--- src/hdl/tsq_ram.sv ---
module tsq_ram #(
  parameter int WIDTH = 32,
  parameter int DEPTH = 128,
  localparam int AW = (DEPTH > 1) ? $clog2(DEPTH) : 1
) (
  input  logic             clk,
  input  logic             we,
  input  logic [AW-1:0]    waddr,
  input  logic [WIDTH-1:0] wdata,
  input  logic [AW-1:0]    raddr,
  output logic [WIDTH-1:0] rdata
);

  logic [WIDTH-1:0] mem [DEPTH];

  always_ff @(posedge clk) begin
    if (we) begin
      mem[waddr] <= wdata;
    end
    rdata <= mem[raddr];
  end

endmodule

--- config.mk ---
export PLATFORM = sky130hd
export DESIGN_NAME = tsq_ram
export DESIGN_NICKNAME = d
export VERILOG_FILES = /design/src/hdl/tsq_ram.sv
export SDC_FILE = /design/constraint.sdc
export NUM_CORES = 2
export LEC_CHECK = 0
export BUFFER_PORTS_ARGS = -buffer_cell sky130_fd_sc_hd__buf_4
export CAP_MARGIN = 40
export CORE_UTILIZATION = 45
export DETAILED_ROUTE_END_ITERATION = 16
export GPL_TIMING_DRIVEN = 0
export HOLD_SLACK_MARGIN = 0.1
export PLACE_DENSITY = 0.65
export SYNTH_ARGS = -nofsm -noshare
export SYNTH_HDL_FRONTEND = slang
export SYNTH_SLANG_ARGS = --single-unit
--- constraint.sdc ---
create_clock -name clk -period 4.5 [get_ports clk]
set_input_delay 0.9 -clock clk [delete_from_list [all_inputs] [get_ports clk]]
set_output_delay 0.9 -clock clk [all_outputs]
set_load 0.03 [all_outputs]
==> impl_results.md <==
* Clk_lat worst skew at 0.91 ns
* Worst vdd ir at 0.3071 mV
* LEAKAGE at 55.60 nW
* Pwr Density at 438.2 nW/um2
* Failing checks: setup timing
* Remaining Overflow, GRT at 0
* Initial antenna violation count at 77
* Syn_area_per_cell at 26.09 um2
* Routed wire length at 402800 um
* Post-CTS setup repair buffer count at 0
* Largest net degree at the start of global routing at 101
* Setup slack after layout at -0.1321 ns
* Critical Path RT at 5.31 ns
* Largest fanout on the critical path at 10
* Vias in the first global route at 71649
* Final min period at 4.632 ns
* Endpoints failing setup at 11
* FF+latch count, synth at 4128
* Syn_nets at 6038
* Dpl cell area at 169000 um2
* Final max-slew violation count at 0
* Max Cap Violations at 0
* Fillers at 25588
* Critical Path AT at 5.44 ns
* Cts bufs inserted at 398
* Share of layout cells above drive strength 1 at 35.70%
* Row count at 216
* Synth top cells by count: 4096 x edfxtp_1, 1344 x mux4_2, 182 x clkbuf_1
* Number of synthesized flops with an enable pin at 4096
* Leading area contributor after synthesis: edfxtp_1
* YS warnings at 0
* First-pass detailed-route iteration total at 5
* CTS tree: built
* Final Hold Fails at 0
* Outcome: finished, violations left
* Most common cell in the netlist: edfxtp_1
* Routability cong. at 0.9088
* Slew @ Worst Pin at 0.9708 ns
* Initial Utilization at 45.18%
* Crit path launch type: input port
* PostCTS Resize Cnt at 0
* H-tree levels at 5
* Hold slack at 0.3962 ns
* DP HPWL at 280400 um
* Post-Route Skew at 0.04884 ns
* Hold Path Class: input port to flop
* Clock sink count at 4128
* Core ar. at 345900 um2
* Clock transition at path regs at 0.07 ns
* Asr flop ratio synth at 0%
* Ranking of synthesized cells by area: edfxtp_1 79%, mux4_2 19%, clkbuf_1 0.44%, dfxtp_1 0.41%, nor2_1 0.29%
* CP Capture Type: flop
* Fin cells at 11766
* DRC Markers at 0
* Final Net Count at 6796
* Top cell type's share of synthesized area at 78.71%
* PortBufs at 68
* Vias at 71043
* Register area share after synthesis at 79.12%
* Count of different cell masters after synthesis at 17
* IO Count at 80
* Die area at 349600 um2
* DR iter-0 viols at 9428
* Placed cell count at 10922
* Fin crit share at 102.9%
* Wire per inst at 34.24 um
* Crit path kind: input port to flop
* Setup TNS at -0.8028 ns
* F_max at 215.9 MHz
* Vias/cell at 6.038
* Hold_buf cts at 0
* Post-Synthesis Cells at 5990
* Max clock buf depth at 4
* Finished Core Util at 52.58%
* Max_slew headroom at 35.28%
* Post-layout instance area at 181900 um2
* GR Util All Layers at 23.09%
* Layout area overhead at 16.39%
* Mapped cell area at 156300 um2
* Die width at 591.3 um
* Synth Flop Type: edfxtp_1
* DIE HEIGHT at 591.3 um
* Clock root buffer: clkbuf_16
* First-pass GRT wire length at 560600 um
* Detail Route Antenna Nets at 0
-- logic make-up (layout without fill, tap and decap cells) --
kind of cell           after synthesis  after routing  share of synthesized area, %
other                                0            115                             0
and+or+nand+nor                    170            170                        0.4460
muxes                             1376           1376                         19.60
DFF                               4128           4128                         79.12
buffers and inverters              316           1399                        0.8391
-- layout by cell type (no fill, tap or decap), drive strengths merged --
cell type and n:
clkinvlp 19, inv 10, nand4 3, mux2 32
clkbuf 666, mux4 1344, dfxtp 32, buf 492
nor3 9, nor2b 7, diode 115, edfxtp 4096
nand2 14, or3 1, nand3 12, bufinv 33
nor2 122, nand2b 2, clkinv 179
-- path summary, 6_finish.rpt --
| path | start | cells after the start | slack, ns | endpoint |
|---|---|---|---|---|
| worst max-delay path | raddr[2] | 8 | -0.13 | rdata[13] |
| worst min register to register | mem[45][14] | 4 | 1.21 | rdata[14] |
| worst max register to register | mem[4][10] | 4 | 1.75 | rdata[10] |
| worst min-delay path | wdata[27] | 1 | 0.40 | mem[26][27] |
-- where the power goes --
part	internal, W	leakage (nW)	switching [W]
combinational	0.00175	12.4	0.00289
clock	0.0184	6.13	0.0141
sequential	0.0425	37.1	0.0000546
total	0.0626	55.6	0.0171
-- state kept, by name (all words and copies together) (netlist names) --
| signal | cells |
|---|---|
| mem | 4096 |
| rdata | 32 |
-- layout make-up --
cell class                      instances  area, um2  share of cell area (%)
Timing Repair Buffer                  358       6091                   3.349
Tap cell                             4578       5728                   3.149
Buffer                                316       1341                  0.7374
Antenna cell                          115      287.8                  0.1582
Clock buffer                          484      10460                   5.751
Multi-Input combinational cell       1546      32260                   17.74
Sequential cell                      4128     123600                   67.97
Clock inverter                        241       2081                   1.144
-- per-stage QoR --
stage	worst slack, ns	total power, W
floorplan	0.3613	0.04548
global placement	-2.874	0.04757
detailed placement	-0.9386	0.04792
CTS	0.01057	0.08004
global route	-0.02497	0.08164
finish	-0.1321	0.07971
-- metal layers --
layer	part of all wire (%)	wire length (um)	global-route usage (%)
met1	38	151700	30.93
met2	49	197800	37.53
met5	0.021	85	0
met4	3.3	13400	7.539
met3	9.9	39850	5.551
-- worst max-delay path, cell delays in order --
cell,delay [ns]
clkbuf_1,0.22
buf_2,0.56
clkbuf_2,0.72
clkbuf_1,0.76
mux4_2,0.43
mux4_2,0.61
mux4_2,0.77
mux2_2,0.36
Power figures use the tool's default switching activity.
